--- config.mk ---
export PLATFORM = sky130hd
export DESIGN_NAME = utf16_utf32_to_utf8_transcoder
export DESIGN_NICKNAME = d
export VERILOG_FILES = /design/src/rtl/utf8tc_pkg.sv /design/src/rtl/utf16_utf32_to_utf8_transcoder.sv /design/src/rtl/utf8tc_front.sv /design/src/rtl/utf8tc_queue.sv /design/src/rtl/utf8tc_back.sv
export SDC_FILE = /design/constraint.sdc
export NUM_CORES = 1
export LEC_CHECK = 0
export ABC_CLOCK_PERIOD_IN_PS = 10300
export BUFFER_PORTS_ARGS = -buffer_cell sky130_fd_sc_hd__buf_4
export CORE_AREA = 2 2 116 95
export DETAILED_ROUTE_END_ITERATION = 10
export DIE_AREA = 0 0 118 97
export GPL_ROUTABILITY_DRIVEN = 0
export GPL_TIMING_DRIVEN = 0
export PLACE_DENSITY_LB_ADDON = 0.05
export SYNTH_ARGS = -nofsm -noshare
export SYNTH_HDL_FRONTEND = slang
export SYNTH_HIERARCHICAL = 1
export SYNTH_SLANG_ARGS = --single-unit
--- constraint.sdc ---
create_clock -name clk -period 10.3 [get_ports clk]
set_clock_uncertainty 0.15 [all_clocks]
set_input_delay 1.03 -clock clk [delete_from_list [all_inputs] [get_ports clk]]
set_output_delay 1.03 -clock clk [all_outputs]
set_load 0.005 [all_outputs]
--- src/rtl/utf8tc_pkg.sv ---
// Shared types and constants for the UTF-16/UTF-32 to UTF-8 transcoder.
`timescale 1ns / 1ps

package utf8tc_pkg;

    // Configuration register indexes
    localparam logic [1:0] REG_SOURCE_FORMAT = 2'd0;
    localparam logic [1:0] REG_BIG_ENDIAN    = 2'd1;
    localparam logic [1:0] REG_VALIDATE      = 2'd2;

    // Source formats
    localparam logic FMT_UTF16 = 1'b0;
    localparam logic FMT_UTF32 = 1'b1;

    // Status codes
    localparam logic STATUS_OK      = 1'b0;
    localparam logic STATUS_INVALID = 1'b1;

    // Code point limits
    localparam logic [31:0] MAX_CODE_POINT = 32'h0010_FFFF;
    localparam logic [20:0] LIMIT_1BYTE    = 21'h00_0080;
    localparam logic [20:0] LIMIT_2BYTE    = 21'h00_0800;
    localparam logic [20:0] LIMIT_3BYTE    = 21'h01_0000;

    // Surrogate tags in the top six bits of a UTF-16 unit
    localparam logic [5:0] LEAD_TAG  = 6'b110110;
    localparam logic [5:0] TRAIL_TAG = 6'b110111;

    // Lead offset added to a held lead surrogate: 0x10000 >> 10
    localparam logic [10:0] PAIR_OFFSET = 11'd64;

    // UTF-8 byte marks
    localparam logic [7:0] MARK_LEAD2 = 8'hC0;
    localparam logic [7:0] MARK_LEAD3 = 8'hE0;
    localparam logic [7:0] MARK_LEAD4 = 8'hF0;
    localparam logic [7:0] MARK_CONT  = 8'h80;

    // Default queue depth between front and back
    localparam int QUEUE_DEPTH_DEFAULT = 2;

    // Work descriptor handed from front to back
    typedef struct packed {
        logic [20:0] cp;          // code point to encode
        logic [2:0]  nbytes;      // UTF-8 bytes to emit, 0 to 4
        logic        has_status;  // append an end-of-stream status result
        logic        status_code; // code carried by the status result
    } desc_t;

endpackage

--- src/rtl/utf16_utf32_to_utf8_transcoder.sv ---
// Top level of the UTF-16/UTF-32 to UTF-8 transcoder.
//
//   Channel  Signals                                         Transfer when
//   input    in_valid, in_stall, raw_unit, end_of_stream,    in_valid && !in_stall
//            partial_tail, unit_present
//   output   out_valid, out_stall, out_byte, is_status,      out_valid && !out_stall
//            status_code, last_of_run
//   config   cfg_write, cfg_index, cfg_data                  cfg_write
//
// The back end emits one result per cycle while out_stall is low, so an item yields 0 to 5
// results: its UTF-8 bytes (0 to 4) plus one status result on end of stream.
// The front end takes an item every cycle while the descriptor queue has room;
// its descriptor is registered in the queue, then in cur_reg, then in the output register.
// Reset clears configuration, surrogate and error state and empties the queue at once.
// A stall on the output holds the result register; the queue then fills and
// in_stall rises when it is full.
`timescale 1ns / 1ps

module utf16_utf32_to_utf8_transcoder
#(
    parameter int QUEUE_DEPTH = utf8tc_pkg::QUEUE_DEPTH_DEFAULT
)
(
    input  logic        clk,
    input  logic        rst_n,
    input  logic        cfg_write,
    input  logic [1:0]  cfg_index,
    input  logic        cfg_data,
    input  logic        in_valid,
    output logic        in_stall,
    input  logic [31:0] raw_unit,
    input  logic        end_of_stream,
    input  logic        partial_tail,
    input  logic        unit_present,
    output logic        out_valid,
    input  logic        out_stall,
    output logic [7:0]  out_byte,
    output logic        is_status,
    output logic        status_code,
    output logic        last_of_run
);

    logic              accept;
    logic              push;
    logic              full;
    logic              pop;
    logic              empty;
    utf8tc_pkg::desc_t push_data;
    utf8tc_pkg::desc_t pop_data;

    // Accept while the queue has room
    assign in_stall = full;
    assign accept   = in_valid && !full;

    utf8tc_front u_front
    (
        .clk           (clk),
        .rst_n         (rst_n),
        .cfg_write     (cfg_write),
        .cfg_index     (cfg_index),
        .cfg_data      (cfg_data),
        .accept        (accept),
        .raw_unit      (raw_unit),
        .end_of_stream (end_of_stream),
        .partial_tail  (partial_tail),
        .unit_present  (unit_present),
        .push          (push),
        .push_data     (push_data)
    );

    utf8tc_queue #(.DEPTH(QUEUE_DEPTH)) u_queue
    (
        .clk       (clk),
        .rst_n     (rst_n),
        .push      (push),
        .push_data (push_data),
        .full      (full),
        .pop       (pop),
        .pop_data  (pop_data),
        .empty     (empty)
    );

    utf8tc_back u_back
    (
        .clk         (clk),
        .rst_n       (rst_n),
        .empty       (empty),
        .pop_data    (pop_data),
        .pop         (pop),
        .out_valid   (out_valid),
        .out_stall   (out_stall),
        .out_byte    (out_byte),
        .is_status   (is_status),
        .status_code (status_code),
        .last_of_run (last_of_run)
    );

endmodule

--- src/rtl/utf8tc_front.sv ---
// Front end: configuration, byte swapping, surrogate pairing and classification.
`timescale 1ns / 1ps

module utf8tc_front
(
    input  logic                clk,
    input  logic                rst_n,
    input  logic                cfg_write,
    input  logic [1:0]          cfg_index,
    input  logic                cfg_data,
    input  logic                accept,
    input  logic [31:0]         raw_unit,
    input  logic                end_of_stream,
    input  logic                partial_tail,
    input  logic                unit_present,
    output logic                push,
    output utf8tc_pkg::desc_t   push_data
);

    logic       source_format_reg;
    logic       big_endian_reg;
    logic       validate_reg;
    logic [9:0] pending_lead_reg;
    logic [9:0] pending_lead_next;
    logic       lead_waiting_reg;
    logic       lead_waiting_next;
    logic       error_stopped_reg;
    logic       error_stopped_next;

    logic [15:0] unit16;
    logic [31:0] unit32;
    logic        emit;
    logic [20:0] cp;
    logic [2:0]  nbytes;
    logic        has_status;
    logic        status_code;

    // Configuration writes
    always_ff @(posedge clk or negedge rst_n)
    begin
        if (!rst_n)
        begin
            source_format_reg <= utf8tc_pkg::FMT_UTF16;
            big_endian_reg    <= 1'b0;
            validate_reg      <= 1'b0;
        end
        else if (cfg_write)
        begin
            unique case (cfg_index)
                utf8tc_pkg::REG_SOURCE_FORMAT: source_format_reg <= cfg_data;
                utf8tc_pkg::REG_BIG_ENDIAN:    big_endian_reg    <= cfg_data;
                utf8tc_pkg::REG_VALIDATE:      validate_reg      <= cfg_data;
                default: ;
            endcase
        end
    end

    // Swap bytes into numeric order
    assign unit16 = big_endian_reg ? {raw_unit[7:0], raw_unit[15:8]} : raw_unit[15:0];
    assign unit32 = big_endian_reg
                  ? {raw_unit[7:0], raw_unit[15:8], raw_unit[23:16], raw_unit[31:24]}
                  : raw_unit;

    // Decode the unit and update the pairing state
    always_comb
    begin
        pending_lead_next  = pending_lead_reg;
        lead_waiting_next  = lead_waiting_reg;
        error_stopped_next = error_stopped_reg;
        emit               = 1'b0;
        cp                 = {5'd0, unit16};

        if (unit_present && !error_stopped_reg)
        begin
            if (source_format_reg == utf8tc_pkg::FMT_UTF16)
            begin
                priority if (lead_waiting_reg)
                begin
                    lead_waiting_next = 1'b0;
                    pending_lead_next = 10'd0;
                    if (unit16[15:10] == utf8tc_pkg::TRAIL_TAG)
                    begin
                        emit = 1'b1;
                        cp   = {11'(pending_lead_reg) + utf8tc_pkg::PAIR_OFFSET, unit16[9:0]};
                    end
                    else if (validate_reg)
                    begin
                        error_stopped_next = 1'b1;
                    end
                end
                else if (unit16[15:10] == utf8tc_pkg::LEAD_TAG)
                begin
                    pending_lead_next = unit16[9:0];
                    lead_waiting_next = 1'b1;
                end
                else
                begin
                    emit = 1'b1;
                end
            end
            else
            begin
                lead_waiting_next = 1'b0;
                pending_lead_next = 10'd0;
                cp                = unit32[20:0];
                if (unit32 > utf8tc_pkg::MAX_CODE_POINT)
                begin
                    if (validate_reg)
                    begin
                        error_stopped_next = 1'b1;
                    end
                end
                else
                begin
                    emit = 1'b1;
                end
            end
        end

        // Close the text and report status
        has_status  = end_of_stream;
        status_code = utf8tc_pkg::STATUS_OK;
        if (end_of_stream)
        begin
            if (validate_reg && (lead_waiting_next || partial_tail))
            begin
                error_stopped_next = 1'b1;
            end
            status_code = error_stopped_next ? utf8tc_pkg::STATUS_INVALID
                                             : utf8tc_pkg::STATUS_OK;
            pending_lead_next  = 10'd0;
            lead_waiting_next  = 1'b0;
            error_stopped_next = 1'b0;
        end
    end

    // Size the UTF-8 sequence
    always_comb
    begin
        priority if (!emit)                        nbytes = 3'd0;
        else if (cp < utf8tc_pkg::LIMIT_1BYTE)      nbytes = 3'd1;
        else if (cp < utf8tc_pkg::LIMIT_2BYTE)      nbytes = 3'd2;
        else if (cp < utf8tc_pkg::LIMIT_3BYTE)      nbytes = 3'd3;
        else                                        nbytes = 3'd4;
    end

    assign push_data = {cp, nbytes, has_status, status_code};
    assign push      = accept && (emit || end_of_stream);

    // Hold pairing and error state
    always_ff @(posedge clk or negedge rst_n)
    begin
        if (!rst_n)
        begin
            pending_lead_reg  <= 10'd0;
            lead_waiting_reg  <= 1'b0;
            error_stopped_reg <= 1'b0;
        end
        else if (accept)
        begin
            pending_lead_reg  <= pending_lead_next;
            lead_waiting_reg  <= lead_waiting_next;
            error_stopped_reg <= error_stopped_next;
        end
    end

endmodule

--- src/rtl/utf8tc_queue.sv ---
// Short descriptor queue between the front and back ends.
`timescale 1ns / 1ps

module utf8tc_queue
#(
    parameter int DEPTH = utf8tc_pkg::QUEUE_DEPTH_DEFAULT
)
(
    input  logic              clk,
    input  logic              rst_n,
    input  logic              push,
    input  utf8tc_pkg::desc_t push_data,
    output logic              full,
    input  logic              pop,
    output utf8tc_pkg::desc_t pop_data,
    output logic              empty
);

    localparam int PTR_W   = (DEPTH > 1) ? $clog2(DEPTH) : 1;
    localparam int COUNT_W = $clog2(DEPTH + 1);
    localparam logic [PTR_W-1:0]   LAST_PTR  = PTR_W'(DEPTH - 1);
    localparam logic [COUNT_W-1:0] FULL_CNT  = COUNT_W'(DEPTH);

    utf8tc_pkg::desc_t  entries_reg [DEPTH];
    logic [PTR_W-1:0]   wr_ptr_reg;
    logic [PTR_W-1:0]   wr_ptr_next;
    logic [PTR_W-1:0]   rd_ptr_reg;
    logic [PTR_W-1:0]   rd_ptr_next;
    logic [COUNT_W-1:0] count_reg;
    logic [COUNT_W-1:0] count_next;

    assign full     = (count_reg == FULL_CNT);
    assign empty    = (count_reg == '0);
    assign pop_data = entries_reg[rd_ptr_reg];

    // Advance pointers with wrap
    always_comb
    begin
        wr_ptr_next = wr_ptr_reg;
        rd_ptr_next = rd_ptr_reg;
        count_next  = count_reg;
        if (push)
        begin
            wr_ptr_next = (wr_ptr_reg == LAST_PTR) ? '0 : wr_ptr_reg + PTR_W'(1);
        end
        if (pop)
        begin
            rd_ptr_next = (rd_ptr_reg == LAST_PTR) ? '0 : rd_ptr_reg + PTR_W'(1);
        end
        unique case ({push, pop})
            2'b10:   count_next = count_reg + COUNT_W'(1);
            2'b01:   count_next = count_reg - COUNT_W'(1);
            default: count_next = count_reg;
        endcase
    end

    always_ff @(posedge clk or negedge rst_n)
    begin
        if (!rst_n)
        begin
            wr_ptr_reg <= '0;
            rd_ptr_reg <= '0;
            count_reg  <= '0;
        end
        else
        begin
            wr_ptr_reg <= wr_ptr_next;
            rd_ptr_reg <= rd_ptr_next;
            count_reg  <= count_next;
        end
    end

    // Store payload
    always_ff @(posedge clk)
    begin
        if (push)
        begin
            entries_reg[wr_ptr_reg] <= push_data;
        end
    end

endmodule

--- src/rtl/utf8tc_back.sv ---
// Back end: serialises each descriptor into UTF-8 bytes and, at end of stream, a status result.
`timescale 1ns / 1ps

module utf8tc_back
(
    input  logic              clk,
    input  logic              rst_n,
    input  logic              empty,
    input  utf8tc_pkg::desc_t pop_data,
    output logic              pop,
    output logic              out_valid,
    input  logic              out_stall,
    output logic [7:0]        out_byte,
    output logic              is_status,
    output logic              status_code,
    output logic              last_of_run
);

    utf8tc_pkg::desc_t cur_reg;
    logic              cur_valid_reg;
    logic [2:0]        idx_reg;
    logic              out_valid_reg;
    logic [7:0]        out_byte_reg;
    logic              is_status_reg;
    logic              status_code_reg;
    logic              last_of_run_reg;

    logic [2:0] total;
    logic [2:0] pos;
    logic       is_data;
    logic       slot_free;
    logic       load;
    logic       last;
    logic       finishing;
    logic [7:0] data_byte;

    assign slot_free = !out_valid_reg || !out_stall;
    assign load      = cur_valid_reg && slot_free;
    assign total     = cur_reg.nbytes + 3'(cur_reg.has_status);
    assign last      = (idx_reg == total - 3'd1);
    assign finishing = load && last;
    assign pop       = !empty && (!cur_valid_reg || finishing);
    assign is_data   = (idx_reg < cur_reg.nbytes);
    assign pos       = cur_reg.nbytes - 3'd1 - idx_reg;

    // Pick the byte for the current slot
    always_comb
    begin
        if (idx_reg == 3'd0)
        begin
            unique case (cur_reg.nbytes)
                3'd1:    data_byte = {1'b0, cur_reg.cp[6:0]};
                3'd2:    data_byte = utf8tc_pkg::MARK_LEAD2 | {3'd0, cur_reg.cp[10:6]};
                3'd3:    data_byte = utf8tc_pkg::MARK_LEAD3 | {4'd0, cur_reg.cp[15:12]};
                default: data_byte = utf8tc_pkg::MARK_LEAD4 | {5'd0, cur_reg.cp[20:18]};
            endcase
        end
        else
        begin
            unique case (pos)
                3'd2:    data_byte = utf8tc_pkg::MARK_CONT | {2'd0, cur_reg.cp[17:12]};
                3'd1:    data_byte = utf8tc_pkg::MARK_CONT | {2'd0, cur_reg.cp[11:6]};
                default: data_byte = utf8tc_pkg::MARK_CONT | {2'd0, cur_reg.cp[5:0]};
            endcase
        end
    end

    // Take the next descriptor and step through its results
    always_ff @(posedge clk or negedge rst_n)
    begin
        if (!rst_n)
        begin
            cur_valid_reg <= 1'b0;
            idx_reg       <= 3'd0;
            out_valid_reg <= 1'b0;
        end
        else
        begin
            if (pop)
            begin
                cur_valid_reg <= 1'b1;
                idx_reg       <= 3'd0;
            end
            else if (finishing)
            begin
                cur_valid_reg <= 1'b0;
            end
            else if (load)
            begin
                idx_reg <= idx_reg + 3'd1;
            end
            if (slot_free)
            begin
                out_valid_reg <= cur_valid_reg;
            end
        end
    end

    always_ff @(posedge clk)
    begin
        if (pop)
        begin
            cur_reg <= pop_data;
        end
    end

    // Load the output register
    always_ff @(posedge clk)
    begin
        if (load)
        begin
            out_byte_reg    <= is_data ? data_byte : 8'd0;
            is_status_reg   <= !is_data;
            status_code_reg <= is_data ? utf8tc_pkg::STATUS_OK : cur_reg.status_code;
            last_of_run_reg <= last;
        end
    end

    assign out_valid   = out_valid_reg;
    assign out_byte    = out_byte_reg;
    assign is_status   = is_status_reg;
    assign status_code = status_code_reg;
    assign last_of_run = last_of_run_reg;

endmodule

# Word-level counts from Yosys, hierarchy flattened
# Memories as Yosys holds them, arrays and structs flattened. A register that Yosys moved wholly into a read port is not among the register bits.
# Cells that the tools add are included.
[word_totals]
ff_bits = 35
ram_bits = 52
inputBits = 43
out_inout_bits = 13
elab_cells = 127
mem_count = 1
[mem_list]
columns = ["memory", "words", "word_bits", "read_ports", "rd_ports_with_merged_regs", "write_ports", "line_no", "source"]
rows = [
  ["u_queue.entries_reg", 2, 26, 1, 1, 1, "utf8tc_queue.sv:24", "utf8tc_pkg::desc_t entries_reg [DEPTH];"],
]
[classes]
add_sub_neg = 10
magnitude_cmp = 5
eq_ne = 14
muxes = 50
reduce_logical = 31
[ops]
columns = ["op", "n"]
rows = [
  ["$mux W21", 4],
  ["$mux W10", 5],
  ["$gt A32 B21 Y1 const B", 1],
  ["$mux W32", 1],
  ["$mux W1", 28],
  ["$pmux W8 S3", 1],
  ["$lt A21 B12 Y1 const B", 1],
  ["$lt A21 B17 Y1 const B", 1],
  ["$lt A21 B8 Y1 const B", 1],
  ["$mux W3", 7],
  ["$mux W16", 1],
  ["$eq A6 B6 Y1 const B", 2],
  ["$pmux W6 S2", 1],
  ["$add A10 B7 Y11 const B", 1],
  ["$eq A3 B2 Y1 const B", 3],
  ["$mux W8", 1],
  ["$reduce_and A2 Y1", 4],
  ["$reduce_bool A2 Y1", 4],
  ["$logic_and A1 B1 Y1", 7],
  ["$logic_not A1 Y1", 7],
  ["$eq A2 B2 Y1 const B", 3],
  ["$eq A3 B1 Y1 const B", 2],
  ["$sub A3 B1 Y3 const B", 2],
  ["$eq A2 B1 Y1 const B", 2],
  ["15 further kinds", 20],
]

# Depth between registers and ports, before layout
[logic_depth]
depth_word = 12
ltp_mapped = 13
depth_no_buf = 11

# Hierarchy
# The synthesis kept the hierarchy.
[modules_own_cells]
columns = ["module", "instances", "cells_per_inst", "area_each_um2", "seq_area_each_um2"]
rows = [
  ["utf8tc_queue", 1, 97, 2160.8, 1661.6],
  ["utf8tc_back", 1, 174, 2150.8, 1236.2],
  ["utf8tc_front", 1, 236, 1702.9, 375.4],
  ["utf16_utf32_to_utf8_transcoder", 1, 1, 13.8, 0.0],
]

# Worst setup path after synthesis
# OpenSTA, ideal clock, no wires.
[synth_path]
path_type = "input to register"
start = "in raw_unit[9]"
end = "mem u_queue/entries_reg[0][0] in the netlist's numbering (enable)"
setup_ns = 0.409
arrival_time_ns = 3.380
t_required_ns = 9.741
slack_ns = 6.361
cell_stages = 9
n_path_buf = 1
path_cell_list = "clkbuf_1 nor4_1 o221ai_1 a21oi_1 a21oi_1 nor3_1 o21a_1 inv_1 nor2_1"
[synth_via]
elab_chain_len = 9
[synth_lines]
columns = ["item", "line_no", "source"]
rows = [
  ["start, declared", "utf16_utf32_to_utf8_transcoder.sv:31", "input logic [31:0] raw_unit,"],
  ["$mux W32", "utf8tc_front.sv:61", "? {raw_unit[7:0], raw_unit[15:8], raw_unit[23:16], raw_unit[31:24]}"],
  ["$gt A32 B21 Y1", "utf8tc_front.sv:106", "if (unit32 > utf8tc_pkg::MAX_CODE_POINT)"],
  ["$mux W1", "utf8tc_front.sv:106", ""],
  ["$mux W1", "utf8tc_front.sv:75", "if (source_format_reg == utf8tc_pkg::FMT_UTF16)"],
  ["$mux W1", "utf8tc_front.sv:73", "if (unit_present && !error_stopped_reg)"],
  ["$logic_or A1 B1 Y1", "utf8tc_front.sv:148", "assign push = accept && (emit || end_of_stream);"],
  ["$logic_and A1 B1 Y1", "utf8tc_front.sv:148", ""],
  ["named net push", "utf16_utf32_to_utf8_transcoder.sv:44", "logic push;"],
  ["$mux W1", "utf8tc_queue.sv:76", "if (push)"],
  ["$mux W1 (not written as such)", "utf8tc_queue.sv:78", "entries_reg[wr_ptr_reg] <= push_data;"],
  ["end, declared", "utf8tc_queue.sv:24", ""],
]
# The timed path passes the listed nets, and every way through them passes these cells.

# Worst setup path in the final report
[layout_path]
start = "in raw_unit[28]"
end = "mem u_queue/entries_reg[1][13] in the netlist's numbering (enable)"
# Same word-level chain as after synthesis.

==> impl_results.md <==
- DR vias/cell: between 6 and 7
- Number of library cell types mapped by synthesis: just under 70
- Worst-Skew Late Latency: around 0.40 ns
- Ports: 56
- Initial cell density of the core: 0.5911
- Startpoint types: input port
- Syn Inst Count: approximately 510
- Setup WS post-layout: 6.541 ns
- Hold Path Class: reg2reg
- Fin. max-slew vios: 0
- # rows: 33
- Area growth syn-to-layout: 19.86%
- Dominant cells by area after synthesis: edfxtp_1 44%, dfrtp_1 10%, mux2_4 4.7%
- Mapped cell area: 6028 µm²
- Die area: between 10000 and 15000 µm²
- FFs w/ async S/R, synth: 0.2124
- Global route overflow: 0
- Reg2Reg Depth: 9
- # clock sinks: around 110
- Design Power: approximately 2.1 mW
- Max FO, Critical Path: 26
- Min cycle time layout: approximately 3.8 ns
- GRT Util Overall: 0.2558
- Initial antenna violation count: 0
- ANT cells: 0
- RSZ-0062 raised after global routing: false
- Htree depth: 4
- Worst vdd ir: 0.1238 mV
- # fillers: around 740
- Post-CTS Resized: 0
- Largest register FFs: between 50 and 60
- Initial DRC count: between 400 and 500
- LEAKAGE: about 2.9 nW
- Final Net Count: roughly 640
- Cell Area, Placed: approximately 6600 µm²
- WS Path Type: in2reg
- Slew headroom: 0.2025
- TritonCTS Buffers: 17
- Sequential share of the synthesized area: 0.5430
- PwrDens: between 200 and 300 nW/µm²
- WL per Instance: about 19 µm
- Post-synth EDFFs: 89
- Yosys warns: 6
- Worst-path clk slew: roughly 0.05 ns
- Cts hold-fix bufs: 0
- Predominant post-synthesis flop cell: edfxtp_1
- Die X: approximately 120 µm
- Worst-Margin Slew: 1.196 ns
- R2R Path End: u_queue/entries_reg[1][13]
- Utilization after layout: 0.7085
- CP required: around 10 ns
- Drt first pass iters: 5
- Hold slack: 0.3383 ns
- Worst R2R Setup Slack: between 6 and 7 ns
- Final wirelength: 14.10 mm
- Vias: around 4500
- CTS tree: yes
- Worst Hold Depth: 1
- Post-synthesis register bit count: approximately 110
- Beginning of the critical path: raw_unit[28]
- Vias in the first global route: about 4400
- First-pass GRT wire length: between 20 and 25 mm
- Design area: between 7000 and 8000 µm²
- Dominant cell type by area after synthesis: edfxtp_1
- Place WS: just over 6 ns
- Chip Height: a little under 100 µm
- Final setup vio count: 0
- Outcome: complete, no violations
- Post-route insts no fill: between 700 and 800
- Max-cap violations: 0
- Average cell area after synthesis: 11.87 µm²
- Syn nets: 562
- Hold Path End: u_queue/count_reg[1]
- PortBufs: 53
- # Post-CTS Setup Buffers: 0
- WP data arrival: ~3.6 ns
- Root Buffer: clkbuf_16
- CTS max path bufs: 2
- R2R Path Start: u_front/big_endian_reg
- Setup TNS Final: 0 ns
- Placed cells: around 700
- Core Footprint: roughly 10000 µm²
- Min-delay src: u_queue/count_reg[1]
- Top cell type's share of synthesized area: 0.4433
- Drt drc: 0
- Share of post-route cells with drive strength above 1: 0.2487
- Critical Path End Type: flop
- Tcrit/Tclk final: 0.3649
- DP HPWL: between 10 and 15 mm
- Largest net degree at the start of global routing: 27
- Post-route ant nets: 0
- Fin. Hold Viols: 0
- Achievable frequency: between 0.2 and 0.3 GHz
placed cells by master (no fill, tap or decap), types with 17 or more instances in the layout:
cell type | netlist | layout
inv_1 | 23 | 23
mux2_2 | 19 | 19
o21ai_0 | 23 | 23
buf_4 | 3 | 56
nor2_1 | 30 | 29
edfxtp_1 | 89 | 89
clkbuf_16 | 0 | 17
dfrtp_1 | 24 | 24
nand2_1 | 55 | 55
mux2_4 | 19 | 19
worst max-delay path, cell delays in order:
cell and delay, ns:
buf_4 0.12, nor4_1 0.46, nand3_1 0.16, a21oi_1 0.22, a21oi_1 0.11, nor3_1 0.35, o21a_1 0.21, and2_1 0.93
how the worst max path moves through the flow:
| stage | to | depth (start not counted) |
|---|---|---|
| floorplan | u_queue/entries_reg[0][0] | 9 |
| global placement | u_queue/entries_reg[0][14] | 9 |
| detailed placement | u_queue/entries_reg[1][20] | 8 |
| CTS | u_queue/entries_reg[1][19] | 8 |
| global route | u_queue/entries_reg[1][12] | 8 |
| finish | u_queue/entries_reg[1][13] | 8 |
synthesized netlist by cell type, drive strengths merged (11+ instances only):
library cell / n
dfrtp: 24
nand2b: 14
clkbuf: 15
buf: 12
mux2: 38
nor2b: 12
inv: 23
a31oi: 12
mux2i: 14
nor2: 30
nand3: 11
edfxtp: 89
o21ai: 24
nand2: 55
a21oi: 15
routing by layer:
layer | up-vias | GRT usage | wire length [µm]
met2 | 230 | 0.4043 | 6695
met4 | 0 | 0.1047 | 401
met3 | 35 | 0.05837 | 989
met5 | - | 0 | 0
met1 | 2190 | 0.3437 | 6018
li1 | 2064 | - | -
cells by family after synthesis:
logic type	after synthesis	share of synthesized area
fa+ha+maj	11	0.02408
simple gates	165	0.1393
xor+xnor	12	0.01972
flops	113	0.5430
mux	52	0.1061
compound gates	105	0.1252
buf+inv	50	0.04275
where the power goes:
part	internal, mW	leakage (nW)	switching [mW]
Sequential	0.661	1.12	0.0698
Combinational	0.357	1.45	0.429
Clock	0.369	0.283	0.206
Total	1.39	2.86	0.706
final cells by class:
class | count | area, µm² | share of cell area
inverters | 23 | 86.33 | 0.01195
clock buffers | 20 | 456.7 | 0.06320
well taps | 140 | 175.2 | 0.02424
repair buffers | 55 | 427.9 | 0.05922
multi-input cells | 345 | 2502 | 0.3463
plain buffers | 27 | 171.4 | 0.02372
flip-flops and latches | 113 | 3273 | 0.4530
clock inverters | 12 | 132.6 | 0.01835
Note: power is estimated with default switching activity, not from simulation.
